### config.mk
export PLATFORM = sky130hd
export DESIGN_NAME = fpa_queue
export DESIGN_NICKNAME = d
export VERILOG_FILES = /design/src/rtl/fpa_pkg.sv /design/src/rtl/fpa_queue.sv
export SDC_FILE = /design/constraint.sdc
export NUM_CORES = 1
export LEC_CHECK = 0
export ABC_CLOCK_PERIOD_IN_PS = 2300
export BUFFER_PORTS_ARGS = -buffer_cell sky130_fd_sc_hd__buf_2
export CAP_MARGIN = 20
export CORE_ASPECT_RATIO = 0.5
export CORE_MARGIN = 5
export CORE_UTILIZATION = 41
export CTS_BUF_LIST = sky130_fd_sc_hd__clkbuf_4 sky130_fd_sc_hd__clkbuf_8
export CTS_CLUSTER_SIZE = 30
export DETAILED_ROUTE_END_ITERATION = 8
export PLACE_DENSITY = 0.66
export SETUP_SLACK_MARGIN = 0.3
export SYNTH_ARGS = -nofsm -noshare
export SYNTH_HDL_FRONTEND = slang
export SYNTH_SLANG_ARGS = --single-unit
### constraint.sdc
create_clock -name clk_i -period 2.3 [get_ports clk_i]
set_input_delay 0.46 -clock clk_i [delete_from_list [all_inputs] [get_ports clk_i]]
set_output_delay 0.46 -clock clk_i [all_outputs]
set_load 0.05 [all_outputs]
### src/rtl/fpa_pkg.sv
package fpa_pkg;

  // Field widths
  localparam int DATA_W = 32;
  localparam int MODE_W = 4;

  // Defaults for top-level parameters
  localparam int FRAC_BITS_DEF   = 14;
  localparam int QUEUE_DEPTH_DEF = 4;

  // Mode codes: operand pairing in the upper bits, operation in the lower bits
  localparam logic [MODE_W-1:0] MODE_FF_ADD = 4'd0;
  localparam logic [MODE_W-1:0] MODE_FF_SUB = 4'd1;
  localparam logic [MODE_W-1:0] MODE_FF_MUL = 4'd2;
  localparam logic [MODE_W-1:0] MODE_FF_DIV = 4'd3;
  localparam logic [MODE_W-1:0] MODE_FI_ADD = 4'd4;
  localparam logic [MODE_W-1:0] MODE_FI_SUB = 4'd5;
  localparam logic [MODE_W-1:0] MODE_FI_MUL = 4'd6;
  localparam logic [MODE_W-1:0] MODE_FI_DIV = 4'd7;
  localparam logic [MODE_W-1:0] MODE_IF_ADD = 4'd8;
  localparam logic [MODE_W-1:0] MODE_IF_SUB = 4'd9;
  localparam logic [MODE_W-1:0] MODE_IF_MUL = 4'd10;
  localparam logic [MODE_W-1:0] MODE_IF_DIV = 4'd11;

  // Operation class decided by the front end
  typedef enum logic [2:0] {
    OP_NONE,
    OP_ADD,
    OP_SUB,
    OP_MUL,   // low word of the product
    OP_MULF,  // product shifted down by the fraction width
    OP_DIV
  } op_e;

  // Queue entry. For OP_DIV, x and y hold operand magnitudes.
  typedef struct packed {
    op_e               op;
    logic [DATA_W-1:0] x;
    logic [DATA_W-1:0] y;
    logic              scale;  // dividend is shifted up by the fraction width
    logic              neg;    // quotient is negated
    logic              dz;     // divisor is zero
  } entry_t;

endpackage

### src/rtl/fpa_queue.sv
module fpa_queue #(
  parameter int DEPTH = fpa_pkg::QUEUE_DEPTH_DEF
) (
  input  logic            clk_i,
  input  logic            rst_ni,
  input  logic            push_valid_i,
  output logic            push_ready_o,
  input  fpa_pkg::entry_t push_data_i,
  output logic            pop_valid_o,
  input  logic            pop_ready_i,
  output fpa_pkg::entry_t pop_data_o
);

  localparam int AW = (DEPTH > 1) ? $clog2(DEPTH) : 1;
  localparam int CW = $clog2(DEPTH + 1);

  fpa_pkg::entry_t mem_q [DEPTH];
  logic [AW-1:0]   wr_q, rd_q;
  logic [CW-1:0]   cnt_q, cnt_d;
  logic            push, pop;

  assign push_ready_o = (cnt_q != CW'(DEPTH));
  assign pop_valid_o  = (cnt_q != '0);
  assign pop_data_o   = mem_q[rd_q];
  assign push         = push_valid_i && push_ready_o;
  assign pop          = pop_valid_o && pop_ready_i;

  // Fill count
  always_comb begin
    case ({push, pop})
      2'b10:   cnt_d = cnt_q + 1'b1;
      2'b01:   cnt_d = cnt_q - 1'b1;
      default: cnt_d = cnt_q;
    endcase
  end

  always_ff @(posedge clk_i or negedge rst_ni) begin
    if (!rst_ni) begin
      wr_q  <= '0;
      rd_q  <= '0;
      cnt_q <= '0;
    end else begin
      cnt_q <= cnt_d;
      if (push) begin
        wr_q <= (wr_q == AW'(DEPTH - 1)) ? '0 : wr_q + 1'b1;
      end
      if (pop) begin
        rd_q <= (rd_q == AW'(DEPTH - 1)) ? '0 : rd_q + 1'b1;
      end
    end
  end

  always_ff @(posedge clk_i) begin
    if (push) begin
      mem_q[wr_q] <= push_data_i;
    end
  end

  a_cnt_bound: assert property (@(posedge clk_i) disable iff (!rst_ni)
    cnt_q <= CW'(DEPTH))
    else $error("queue fill count above depth");

endmodule

# ---- After elaboration in Yosys (flattened, before gate mapping)
# Memory sizes are Yosys's and may differ from the RTL's.
# Cells that the tools add are included.
dict set report word_totals {
  regBits 7
  mem_bits_rw 280
  input_bits 74
  output_inout_bits 72
  elab_cells 22
  mem_count 1
}
dict set report op_classes {
  addsub 4
  eq_ne 5
  muxes 5
  n_reduce_logical 4
}
# memory words word_bits rd rd_clocked_by_memory_dff write_ports line
set mem_list {}
lappend mem_list {mem_q 4 70 1 0 1 fpa_queue.sv:17} ;# fpa_pkg::entry_t mem_q [DEPTH];
# cell n
set op_table {}
lappend op_table {{2-bit equality test (second input constant)} 3}
lappend op_table {{3-bit one-hot mux with 2 select lines} 1}
lappend op_table {{2-bit by 1-bit adder with 2-bit output (second input constant)} 2}
lappend op_table {{2-bit 2-to-1 mux} 2}
lappend op_table {{3-bit by 1-bit adder with 3-bit output (second input constant)} 1}
lappend op_table {{3-bit inequality test (second input constant)} 1}
lappend op_table {{3-bit nonzero test} 1}
lappend op_table {{3-bit by 1-bit subtractor with 3-bit output (second input constant)} 1}
lappend op_table {{2-bit by 1-bit equality test with 1-bit output (second input constant)} 1}
lappend op_table {{1-bit logical AND} 2}
lappend op_table {{1-bit 2-to-1 mux} 2}
lappend op_table {{2-bit nonzero test} 1}

# ---- Longest topological paths before layout
dict set report depth {
  depth_word 4
  depth_mapped 9
  ltp_nobuf 9
}

# ---- Least setup slack after synthesis
# OpenSTA, ideal clock, no wires.
dict set report synth_path {
  path_kind {flip-flop to flip-flop}
  startpoint {register cnt_q[0]}
  endpoint {register cnt_q[2]}
  setup_time_ps 79
  arrival_time_ps 2111
  required_time_ps 2221
  slack_ps 110
  stages_incl_launch_ff 10
  n_path_buf 0
  synth_period_minus_slack_ps 2190
  cell_sequence {dfrtp_1 > or3b_4 > and2_4 > inv_1 > ha_1 > inv_1 > fa_1 > xor2_1 > nor2_1 > xor2_1}
}
dict set report synth_between {
  elab_chain_len 4
  word_cells_on_any_way 10
  classes_between {2 x add/sub; 3 x eq/ne; 1 x mux; 4 x reduce/logical}
}
# item line
set synth_rtl {}
lappend synth_rtl {{from (decl)} fpa_queue.sv:19} ;# logic [CW-1:0] cnt_q, cnt_d;
lappend synth_rtl {{from (signal assigned)} fpa_queue.sv:43} ;# cnt_q <= cnt_d;
lappend synth_rtl {{3-bit inequality test (*)} fpa_queue.sv:22} ;# assign push_ready_o = (cnt_q != CW'(DEPTH));
lappend synth_rtl {{named net push_ready_o} fpa_queue.sv:7} ;# output logic push_ready_o,
lappend synth_rtl {{1-bit logical AND (*)} fpa_queue.sv:25} ;# assign push = push_valid_i && push_ready_o;
lappend synth_rtl {{2-bit by 1-bit equality test with 1-bit output / 2-bit equality test (equally long branches)} fpa_queue.sv:30} ;# case ({push, pop})
lappend synth_rtl {{3-bit one-hot mux with 2 select lines / 2-bit nonzero test (equally long branches)} n/a}
# The timed path passes the listed nets; every way through them passes the cells marked *.
# A chain may end at the register's enable or synchronous reset.

==> flow_metrics.env <==
export IMPL_run_status="finished with violations"
export IMPL_violations="negative setup slack"
export IMPL_initial_core_util=0.417
export IMPL_numCtsBuffers=41
export IMPL_wire_per_inst_um=20.7
export IMPL_portBuffers=145
export IMPL_crit_top_cell="buf_12"
export IMPL_criticalPathCategory="flop to output pin"
export IMPL_endpoint_kind="output pin"
export IMPL_setup_violations_final=70
export IMPL_die_area_mm2=0.0292
export IMPL_drv_slew=0
export IMPL_ys_top_cells_by_area="edfxtp_1 80%, mux4_2 15%, dfrtp_1 1.7%"
export IMPL_nets=705
export IMPL_grt_pass1_vias=5434
export IMPL_fill_cells=1919
export IMPL_min_path_type="input port to flop"
export IMPL_io_pins=146
export IMPL_vias=4901
export IMPL_clock_path_buffers=3
export IMPL_cp_max_fo=11
export IMPL_drt_iter0_drc=228
export IMPL_grt_overflow=0
export IMPL_switching_share=0.368
export IMPL_antenna_found_initial=2
export IMPL_die_w_um=237
export IMPL_track_usage=0.144
export IMPL_worst_slew_pin_slew_ns=0.369
export IMPL_postSynth_asyncResetShare=0.0244
export IMPL_die_height_um=123
export IMPL_synth_seq_cells=287
export IMPL_synth_edff_count=280
export IMPL_clkLatencyLatePin_ns=0.54
export IMPL_synth_top_cell_by_area="edfxtp_1"
export IMPL_synth_most_common_cell="edfxtp_1"
export IMPL_ant_nets=0
export IMPL_power_frac_clock=0.193
export IMPL_synthCells=406
export IMPL_synth_top_area_share=0.798
export IMPL_syn2layout_area_growth_pct=29.1
export IMPL_synth_seq_area_share=0.815
export IMPL_dpl_hpwl_um=12600
export IMPL_drc=0
export IMPL_ys_types=20
export IMPL_hold_viol=0
export IMPL_routed_wl_um=20700
export IMPL_drive_above_1_share=0.521
export IMPL_cts_root_buf="clkbuf_8"
export IMPL_rsz0062_at_grt="yes"
export IMPL_p_switching_mw=7.68
export IMPL_clock_skew_final_ns=0.0201
export IMPL_startpoint_type="flop"
export IMPL_internal_power_mw=13.2
export IMPL_period_share=1.09
export IMPL_fmax_mhz=399
export IMPL_p_seq_frac=0.345
export IMPL_power_mw=20.9
export IMPL_numClockSinks=287
export IMPL_h_tree_depth=2
export IMPL_worstPathRequired_ns=1.84
export IMPL_dr_pass1_iters=4
export IMPL_viasPerCell=4.90
export IMPL_cp_arrival_ns=2.05
export IMPL_fin_tns_setup_ns=-11.64
export IMPL_cellPowerDensity_mw_per_mm2=1530
export IMPL_ys_warn_count=0
export IMPL_slowest_stage="mux4_2"
export IMPL_path_cells="buf_12 -> buf_12 -> mux4_2 -> buf_6"
export IMPL_synthTopCellsByCount="280 x edfxtp_1, 70 x mux4_2, 7 x buf_4, 7 x dfrtp_1, 7 x inv_1"
export IMPL_combinationalPowerShare=0.462
export IMPL_p_leak_nw=4.75
export IMPL_synth_area_mm2=0.0105
export IMPL_synth_fp_nets=487
export IMPL_clk_pin_slew_ns=0.06
export IMPL_tritoncts="yes"
export IMPL_critPathBufInv=3
export IMPL_place_congestion=0.715
export IMPL_period_minus_slack_ns=2.51
export IMPL_rrSetupSlack_ns=0.32
export IMPL_row_count=41
export IMPL_relSlewSlack=0.754
export IMPL_critPathMaxStageDelay_ns=0.55
export IMPL_path_delay_family="multiplexers"
export IMPL_setup_ws_ns=-0.209
export IMPL_grt_pass1_wl_um=31900
export IMPL_synth_ff_type="edfxtp_1"
export IMPL_fp_coreArea_mm2=0.0252
export IMPL_ir_worst_vdd_uv=564
export IMPL_maxCapViolations=0
export IMPL_syn_area_per_cell_um2=25.9
export IMPL_grt_max_degree=27
-- state kept, by name (all words and copies together), names as in the netlist --
register  flops
cnt_q         3
wr_q          2
rd_q          2
mem_q       280
-- layout make-up --
cell class	count	area (um2)	area share
sequential	287	8590	0.632
clock buffer	59	718	0.0528
antenna	2	5.00	0.000368
tap	344	430	0.0317
multi-input combinational	96	1870	0.137
clock inverter	14	110	0.00810
inverter	7	28.8	0.00212
timing repair buffer	191	1840	0.136
-- cell families after synthesis --
family | share of synthesized area
and+or+nand+nor | 0.00689
DFF | 0.815
muxes | 0.156
xor gates and xnor gates | 0.00250
buffers and inverters | 0.0110
adders and majority gates | 0.00903
-- through the flow --
stage          worst slack [ns]  hold slack (ns)  instances  utilization  cell area (um2)
2_1_floorplan             0.177            0.164        406            -            10500
3_3_place_gp              0.213            0.305        902        0.472            11900
3_5_place_dp              0.188            0.306        902        0.472            11900
4_1_cts                  -0.263           0.0795        995        0.536            13500
5_1_grt                  -0.311           0.0881       1000        0.539            13600
6_report                 -0.209            0.131       1000        0.539            13600
-- repair_timing --
item,CTS,global route
gates cloned,5,1
endpoints found under the hold margin,7,0
setup endpoints to repair,74,74
hold buffers,1,0
buffers inserted,14,2
pin swaps,4,0
gates resized for setup,160,5
-- routing by layer --
layer | share of wire | GRT usage
met5 | 0 | 0
met4 | 0.019 | 0.0439
met3 | 0.051 | 0.0383
met2 | 0.53 | 0.246
met1 | 0.40 | 0.184
-- placed cells by master, fill, tap and decap left out, drive strengths merged --
master / synthesis / layout
and2: 1 / 1
and3: 4 / 4
buf: 10 / 189
bufinv: 0 / 2
clkbuf: 6 / 60
clkinv: 0 / 11
clkinvlp: 0 / 1
dfrtp: 7 / 7
diode: 0 / 2
dlygate4sd3: 0 / 1
edfxtp: 280 / 280
fa: 1 / 1
ha: 6 / 6
inv: 7 / 7
mux2: 4 / 4
mux2i: 1 / 1
mux4: 70 / 70
nand2: 1 / 1
nor2: 3 / 3
or3: 1 / 1
or3b: 1 / 1
xnor2: 1 / 1
xor2: 2 / 2
-- worst register-to-register path: cells and delay by family (launching register included) --
family	cells	cell delay, ns
simple gates	3	0.72
fa+ha+maj	2	0.44
flops	1	0.39
xor+xnor	2	0.29
buf+inv	2	0.08
-- power groups by stage --
stage,Sequential [mW],Clock (mW),Combinational (mW)
floorplan,7.19,0,5.80
global placement,7.30,0,7.71
detailed placement,7.37,0,7.72
CTS,7.20,4.16,9.73
global route,7.27,4.44,10.1
finish,7.19,4.02,9.64
-- path summary, 6_finish.rpt --
kind | start | end | cells past startpoint
setup reg to reg | cnt_q[0] | cnt_q[2] | 9
hold reg to reg | cnt_q[2] | cnt_q[2] | 1
min in group asynchronous | rst_ni | cnt_q[2] | 2
max in group asynchronous | rst_ni | rd_q[0] | 2
setup / recovery | rd_q[0] | pop_data_o[24] | 4
hold / removal | push_data_i[6] | mem_q[0][6] | 1
Note: power is estimated with default switching activity, not from simulation.
