--- config.mk ---
export PLATFORM = sky130hd
export DESIGN_NAME = fpa_front_flat
export DESIGN_NICKNAME = d
export VERILOG_FILES = /design/src/rtl/fpa_pkg.sv /design/src/rtl/fpa_in_if.sv /design/src/rtl/fpa_front.sv /design/src/flat_wrapper.sv
export SDC_FILE = /design/constraint.sdc
export NUM_CORES = 1
export LEC_CHECK = 0
export BUFFER_PORTS_ARGS = -buffer_cell sky130_fd_sc_hd__buf_2
export CAP_MARGIN = 40
export CORE_MARGIN = 8
export CORE_UTILIZATION = 23
export DETAILED_ROUTE_END_ITERATION = 10
export PLACE_DENSITY = 0.53
export SLEW_MARGIN = 20
export SYNTH_ARGS = -nofsm -noshare
export SYNTH_HDL_FRONTEND = slang
export SYNTH_SLANG_ARGS = --single-unit
--- constraint.sdc ---
create_clock -name clk_i -period 5.6 [get_ports clk_i]
set_input_delay 1.12 -clock clk_i [delete_from_list [all_inputs] [get_ports clk_i]]
set_output_delay 1.12 -clock clk_i [all_outputs]
set_load 0.005 [all_outputs]
--- src/rtl/fpa_pkg.sv ---
package fpa_pkg;

  // Field widths
  localparam int DATA_W = 32;
  localparam int MODE_W = 4;

  // Defaults for top-level parameters
  localparam int FRAC_BITS_DEF   = 14;
  localparam int QUEUE_DEPTH_DEF = 4;

  // Mode codes: operand pairing in the upper bits, operation in the lower bits
  localparam logic [MODE_W-1:0] MODE_FF_ADD = 4'd0;
  localparam logic [MODE_W-1:0] MODE_FF_SUB = 4'd1;
  localparam logic [MODE_W-1:0] MODE_FF_MUL = 4'd2;
  localparam logic [MODE_W-1:0] MODE_FF_DIV = 4'd3;
  localparam logic [MODE_W-1:0] MODE_FI_ADD = 4'd4;
  localparam logic [MODE_W-1:0] MODE_FI_SUB = 4'd5;
  localparam logic [MODE_W-1:0] MODE_FI_MUL = 4'd6;
  localparam logic [MODE_W-1:0] MODE_FI_DIV = 4'd7;
  localparam logic [MODE_W-1:0] MODE_IF_ADD = 4'd8;
  localparam logic [MODE_W-1:0] MODE_IF_SUB = 4'd9;
  localparam logic [MODE_W-1:0] MODE_IF_MUL = 4'd10;
  localparam logic [MODE_W-1:0] MODE_IF_DIV = 4'd11;

  // Operation class decided by the front end
  typedef enum logic [2:0] {
    OP_NONE,
    OP_ADD,
    OP_SUB,
    OP_MUL,   // low word of the product
    OP_MULF,  // product shifted down by the fraction width
    OP_DIV
  } op_e;

  // Queue entry. For OP_DIV, x and y hold operand magnitudes.
  typedef struct packed {
    op_e               op;
    logic [DATA_W-1:0] x;
    logic [DATA_W-1:0] y;
    logic              scale;  // dividend is shifted up by the fraction width
    logic              neg;    // quotient is negated
    logic              dz;     // divisor is zero
  } entry_t;

endpackage

--- src/rtl/fpa_in_if.sv ---
interface fpa_in_if;
  logic                              valid;
  logic                              ready;
  logic        [fpa_pkg::MODE_W-1:0] mode;
  logic signed [fpa_pkg::DATA_W-1:0] operand_a;
  logic signed [fpa_pkg::DATA_W-1:0] operand_b;

  modport source (output valid, output mode, output operand_a, output operand_b,
                  input ready);
  modport sink   (input valid, input mode, input operand_a, input operand_b,
                  output ready);
endinterface

--- src/rtl/fpa_front.sv ---
module fpa_front #(
  parameter int FRAC_BITS = fpa_pkg::FRAC_BITS_DEF
) (
  input  logic            clk_i,
  input  logic            rst_ni,
  fpa_in_if.sink          in_i,
  output logic            push_valid_o,
  input  logic            push_ready_i,
  output fpa_pkg::entry_t push_data_o
);

  localparam int DW = fpa_pkg::DATA_W;

  logic            vld_q;
  fpa_pkg::entry_t ent_q;
  fpa_pkg::entry_t ent_d;
  logic            accept;

  logic [DW-1:0] a, b, a_sh, b_sh, mag_a, mag_b;

  // Holding register frees up whenever its beat moves into the queue
  assign in_i.ready   = !vld_q || push_ready_i;
  assign accept       = in_i.valid && in_i.ready;
  assign push_valid_o = vld_q;
  assign push_data_o  = ent_q;

  // Operand preparation
  assign a     = in_i.operand_a;
  assign b     = in_i.operand_b;
  assign a_sh  = a << FRAC_BITS;
  assign b_sh  = b << FRAC_BITS;
  assign mag_a = a[DW-1] ? (~a + 1'b1) : a;
  assign mag_b = b[DW-1] ? (~b + 1'b1) : b;

  // Classify the mode
  always_comb begin
    ent_d       = '0;
    ent_d.op    = fpa_pkg::OP_NONE;
    ent_d.x     = a;
    ent_d.y     = b;
    case (in_i.mode)
      fpa_pkg::MODE_FF_ADD: ent_d.op = fpa_pkg::OP_ADD;
      fpa_pkg::MODE_FF_SUB: ent_d.op = fpa_pkg::OP_SUB;
      fpa_pkg::MODE_FF_MUL: ent_d.op = fpa_pkg::OP_MULF;
      fpa_pkg::MODE_FI_ADD: begin
        ent_d.op = fpa_pkg::OP_ADD;
        ent_d.y  = b_sh;
      end
      fpa_pkg::MODE_FI_SUB: begin
        ent_d.op = fpa_pkg::OP_SUB;
        ent_d.y  = b_sh;
      end
      fpa_pkg::MODE_FI_MUL,
      fpa_pkg::MODE_IF_MUL: ent_d.op = fpa_pkg::OP_MUL;
      fpa_pkg::MODE_IF_ADD: begin
        ent_d.op = fpa_pkg::OP_ADD;
        ent_d.x  = a_sh;
      end
      fpa_pkg::MODE_IF_SUB: begin
        ent_d.op = fpa_pkg::OP_SUB;
        ent_d.x  = a_sh;
      end
      fpa_pkg::MODE_FF_DIV,
      fpa_pkg::MODE_FI_DIV,
      fpa_pkg::MODE_IF_DIV: begin
        ent_d.op    = fpa_pkg::OP_DIV;
        ent_d.x     = mag_a;
        ent_d.y     = mag_b;
        ent_d.scale = (in_i.mode != fpa_pkg::MODE_FI_DIV);
        ent_d.neg   = a[DW-1] ^ b[DW-1];
        ent_d.dz    = (b == '0);
      end
      default: ent_d.op = fpa_pkg::OP_NONE;
    endcase
  end

  always_ff @(posedge clk_i or negedge rst_ni) begin
    if (!rst_ni) begin
      vld_q <= 1'b0;
    end else if (accept) begin
      vld_q <= 1'b1;
    end else if (push_ready_i) begin
      vld_q <= 1'b0;
    end
  end

  always_ff @(posedge clk_i) begin
    if (accept) begin
      ent_q <= ent_d;
    end
  end

endmodule

--- src/flat_wrapper.sv ---
// flat-port wrapper written by rule: the top's interface ports become plain ports
module fpa_front_flat 
#(
  parameter int FRAC_BITS = fpa_pkg::FRAC_BITS_DEF
)
  (clk_i, rst_ni, push_valid_o, push_ready_i, push_data_o, in_i_valid, in_i_mode, in_i_operand_a, in_i_operand_b, in_i_ready);
  fpa_in_if in_i_i ();
  input  logic clk_i;
  input  logic rst_ni;
  output logic push_valid_o;
  input  logic push_ready_i;
  output fpa_pkg::entry_t push_data_o;
  input wire logic [$bits(in_i_i.valid)-1:0] in_i_valid;
  input wire logic [$bits(in_i_i.mode)-1:0] in_i_mode;
  input wire logic [$bits(in_i_i.operand_a)-1:0] in_i_operand_a;
  input wire logic [$bits(in_i_i.operand_b)-1:0] in_i_operand_b;
  output wire logic [$bits(in_i_i.ready)-1:0] in_i_ready;
  assign in_i_i.valid = in_i_valid;
  assign in_i_i.mode = in_i_mode;
  assign in_i_i.operand_a = in_i_operand_a;
  assign in_i_i.operand_b = in_i_operand_b;
  assign in_i_ready = in_i_i.ready;
  fpa_front #(.FRAC_BITS(FRAC_BITS)) u_core (.clk_i(clk_i), .rst_ni(rst_ni), .in_i(in_i_i), .push_valid_o(push_valid_o), .push_ready_i(push_ready_i), .push_data_o(push_data_o));
endmodule
Word level (Yosys, flattened, before mapping):

Cells that the tools add are included.

* bits in registers: 71
* input bits: 72
* output and inout bits: 72
* logic and storage cells: 43

* $add $sub $neg: 2
* equal/unequal tests: 12
* mux-type cells: 7
* bitwise operators: 3
* reductions and logical operators: 12

Operators with widths (number)
* case mux 32 bit (2 select lines): 2
* adder 32 x 1 -> 32 bit (second input constant): 2
* two-way mux 32 bit: 2
* inverter 32 bit: 2
* logical NOT 32 bit: 1
* == test 4 x 3 -> 1 bit (second input constant): 4
* == test 4 bit (second input constant): 4
* case mux 3 bit (5 select lines): 1
* OR reduction 3 bit: 3
* == test 4 x 2 -> 1 bit (second input constant): 2
* OR reduction 2 bit: 3
* == test 4 x 1 -> 1 bit (second input constant): 1
* logical NOT 4 bit: 1
* != test 4 x 3 -> 1 bit (second input constant): 1
* two-way mux 1 bit: 2
* nonzero test 2 bit: 1
* logical AND 1 bit: 1
* logical NOT 1 bit: 1
* logical OR 1 bit: 1
* bitwise XOR 1 bit: 1

Longest topological paths before layout:

* depth after elaboration: 4
* gate-level depth with buffers: 9
* gate-level depth less buffers: 7

Worst setup path before layout:

No wires, ideal clock.

* path kind: input -> register
* from: input port push_ready_i
* to: register u_core.ent_q, in the netlist u_core.push_data_o[0], enable pin
* library setup time: 0.436 ns
* arrival: 2.928 ns
* required time: 5.164 ns
* slack: 2.236 ns
* stages on the path: 2
* buffers on the path: 0
* cell sequence: nand2b_1 and2_1

* word-level cells in the longest chain between the ends: 2

Ends and longest elaborated chain
* from (decl): RTL line flat_wrapper.sv:11 `input logic push_ready_i;`
* logical OR 1 bit: RTL line fpa_front.sv:22 `assign in_i.ready = !vld_q || push_ready_i;`
* logical AND 1 bit: RTL line fpa_front.sv:23 `assign accept = in_i.valid && in_i.ready;`
* net u_core.accept: RTL line fpa_front.sv:17 `logic accept;`
* to (signal assigned): RTL line fpa_front.sv:89 `ent_q <= ent_d;`
* to (decl): RTL line fpa_front.sv:15 `fpa_pkg::entry_t ent_q;`

The timed path passes the listed nets, and every way through them passes these cells.
A chain may end at the register's enable or synchronous reset.

==> out/qor.txt <==
status = finished, final reports clean
switch share = 26.4%
sequential power share = 46.3%
Layout Skew = 0.00594 ns
RSZ-0062 raised after global routing = no
detailed-routing wirelength on met1 = 6970 um
Final Hold Fails = 0
clock tree buffer depth = 2
Yosys warning count = 0
ys flop type = edfxtp_1
Worst-Skew Late Latency = 0.34 ns
drt total wl = 16100 um
global-route wire length before repair = 24800 um
CTS tree = done
final slew viol count = 0
pin count of the biggest net entering global routing = 38
layout cell share with drive strength beyond 1 = 31.1%
chip height = 154 um
Leakage Power = 2.10 nW
Critical Path RT = 5.68 ns
Peak VDD IR = 0.152 mV
Post-Syn Nets = 510
total grt overflow = 0
Clock Sinks = 71
Worst Setup Start Kind = input pin
CP Data Arrival Time = 3.36 ns
Psw = 0.367 mW
# rows = 50
Top Metal Used = met5
Area growth, synth to finish = 28.7%
Initial Util = 23.4%
setup TNS = 0 ns
Tightest Pin Transition = 0.803 ns
Vias = 4260
Synth Area per Inst = 10.0 sq um
Slew HR = 46.0%
R2R depth = 4
setup ws final = 2.32 ns
DRC = 0
ys async rst share = 1.41%
H-Tree Depth = 3
MaxCap Viol Count = 0
DRT iter0 DRCs = 259
Power Internal = 1.02 mW
routability cong. = 0.894
vias in the first global route = 4228
clk root buf = clkbuf_16
Final nets = 648
clock transition at the registers of the reported paths = 0.05 ns
antenna-violating nets left = 0
library cells used by synthesis = 55
Max Fclk = 305 MHz
die extent in x = 154 um
Num CTS Buffers = 9
WL met3 = 927 um
Initial DRT Pass Iterations = 6
# setup viols final = 0
CP Class = in -> reg
Register Area = 2130 sq um
Clock power frac = 36.7%
PortBufs = 143
Worst Hold Class = reg -> reg
number of synthesized flops with an enable pin = 70
Comb power frac = 16.9%
Synth Register Bits = 71
hpwl dp = 12300 um
global-route usage over all layers = 13.4%
post-CTS setup buffer count = 0
Routed met2 length = 7840 um
Setup WS pre-CTS = 1.99 ns
routed len/inst = 19.8 um
Avg Vias per Cell = 5.23
synthesized instance count = 436
clock period minus final worst setup slack = 3.28 ns
area of the multi-input gates = 2110 sq um
crit end category = register
period utilization = 58.6%
Synth Cell Area = 4360 sq um
Crit Path Max Fanout = 8
post_cts resized = 0
hold buffer count at CTS = 0
sequential fraction of the synthesis area = 48.8%
initial antenna violation count = 5
Power, Total = 1.39 mW
PD cells = 247 nW/um^2
die area = 23600 sq um
I/O pin count = 144
filler instances = 1978
worst hold stages = 2
core area = 18600 sq um
sequential cells by signal (all words and copies together), names as in the netlist:
signal               cells
u_core.push_valid_o      1
u_core.push_data_o      70
power by group through the flow:
stage                     Combinational [mW]  Sequential, mW  Clock (mW)
final                                  0.235           0.643       0.510
after global routing                   0.261           0.647       0.540
after CTS                              0.234           0.645       0.521
after detailed placement               0.232           0.655           0
after global placement                 0.231           0.656           0
after floorplan                        0.100           0.659           0
cell families after synthesis:
group / Yosys count / share of synthesized area [%]
mux: 12 / 2.81
fa+ha+maj: 3 / 0.803
xor+xnor: 1 / 0.201
buf+inv: 32 / 2.98
flops: 71 / 48.8
compound gates: 118 / 19.2
simple gates: 199 / 25.2
routing by layer:
metal | GRT usage [%] | vias to the layer above
met5 | 0 | -
met4 | 5.23 | 8
met3 | 3.28 | 28
met2 | 22.2 | 145
met1 | 16.4 | 2060
li1 | - | 2019
final timing paths:
check | start | endpoint | slack [ns]
max | in_i_operand_a[0] | u_core.push_data_o[65]$_DFFE_PP_ | 2.32
min | u_core.push_valid_o$_DFFE_PN0P_ | u_core.push_valid_o$_DFFE_PN0P_ | 0.54
max reg2reg | u_core.push_valid_o$_DFFE_PN0P_ | u_core.push_data_o[36]$_DFFE_PP_ | 3.81
min reg2reg | u_core.push_valid_o$_DFFE_PN0P_ | u_core.push_valid_o$_DFFE_PN0P_ | 0.54
max in group asynchronous | rst_ni | u_core.push_valid_o$_DFFE_PN0P_ | 4.96
min in group asynchronous | rst_ni | u_core.push_valid_o$_DFFE_PN0P_ | 0.55
per-stage QoR:
step	hold slack (ns)	utilization [%]	cells	area [sq um]
after CTS	0.543	29.9	811	5580
after global placement	0.498	28.5	795	5320
after global routing	0.541	30.1	814	5610
after detailed placement	0.534	28.5	795	5320
after floorplan	0.537	-	436	4360
final	0.535	30.1	814	5610
worst max-delay path, stage by stage:
cell and delay, ns:
buf_2 0.12, inv_1 0.07, ha_1 0.20, or4b_1 0.63, or4_1 0.65, nor4_4 0.33
nor3_1 0.06, nand3b_1 0.18
synth_stat cells, types with 2 or more instances:
library cell  number  share of area, %
nand4_1            9               1.3
nand4b_1           2              0.40
and2_1             4              0.57
nand2_1           40               3.4
a31oi_1            4              0.57
a22o_1             3              0.60
o211ai_1          25               4.3
nor3_1            25               2.9
or3_1             13               1.9
nand2b_1           6              0.86
a211o_1            3              0.60
o21ai_0           26               3.0
mux2_2             2              0.52
a221o_1            4              0.92
buf_2              2              0.23
and3_1             2              0.29
inv_1              9              0.77
a21oi_1            7              0.80
clkbuf_1          19               1.6
nor4_1            15               2.2
ha_1               2              0.57
edfxtp_1          70                48
nor3b_1            3              0.52
nand3_1           28               3.2
o31a_1             2              0.40
or4_1              4              0.69
o21ai_1            2              0.23
or2_2              3              0.43
or4_4              2              0.52
a21o_1             3              0.52
nor2_1            30               2.6
nand3b_1           2              0.34
a22oi_1           11               1.9
nor2b_1            2              0.29
mux2i_1           10               2.3
o311ai_0           4              0.80
nor4_4             3               1.5
o31ai_1           18               3.1
final cells by class:
type / count / area share (%)
sequential: 71 / 37.9
timing repair buffer: 150 / 14.0
antenna: 1 / 0.0446
clock inverter: 4 / 0.401
inverter: 9 / 0.602
tap: 234 / 5.22
multi-input combinational: 333 / 37.6
clock buffer: 12 / 4.21
cells in the final DEF (no fill, tap or decap), types with 3 or more instances in the layout:
master     netlist  final
a211o_1          3      3
a21o_1           3      3
a21oi_1          7      7
a221o_1          4      4
a22o_1           3      3
a22oi_1         11     11
a31oi_1          4      4
and2_1           4      3
buf_2            2    143
buf_4            0      5
clkbuf_1        19      3
clkbuf_16        0      9
clkinv_2         0      3
edfxtp_1        70     70
inv_1            9      9
mux2i_1         10     10
nand2_1         40     40
nand2b_1         6      6
nand3_1         28     28
nand4_1          9      9
nor2_1          30     30
nor3_1          25     25
nor4_1          15     15
nor4_4           3      3
o211ai_1        25     25
o21ai_0         26     26
o311ai_0         4      4
o31ai_1         18     18
or2_2            3      3
or3_1           13     13
or4_1            4      4
No activity file was read; power rests on OpenSTA's default activity.
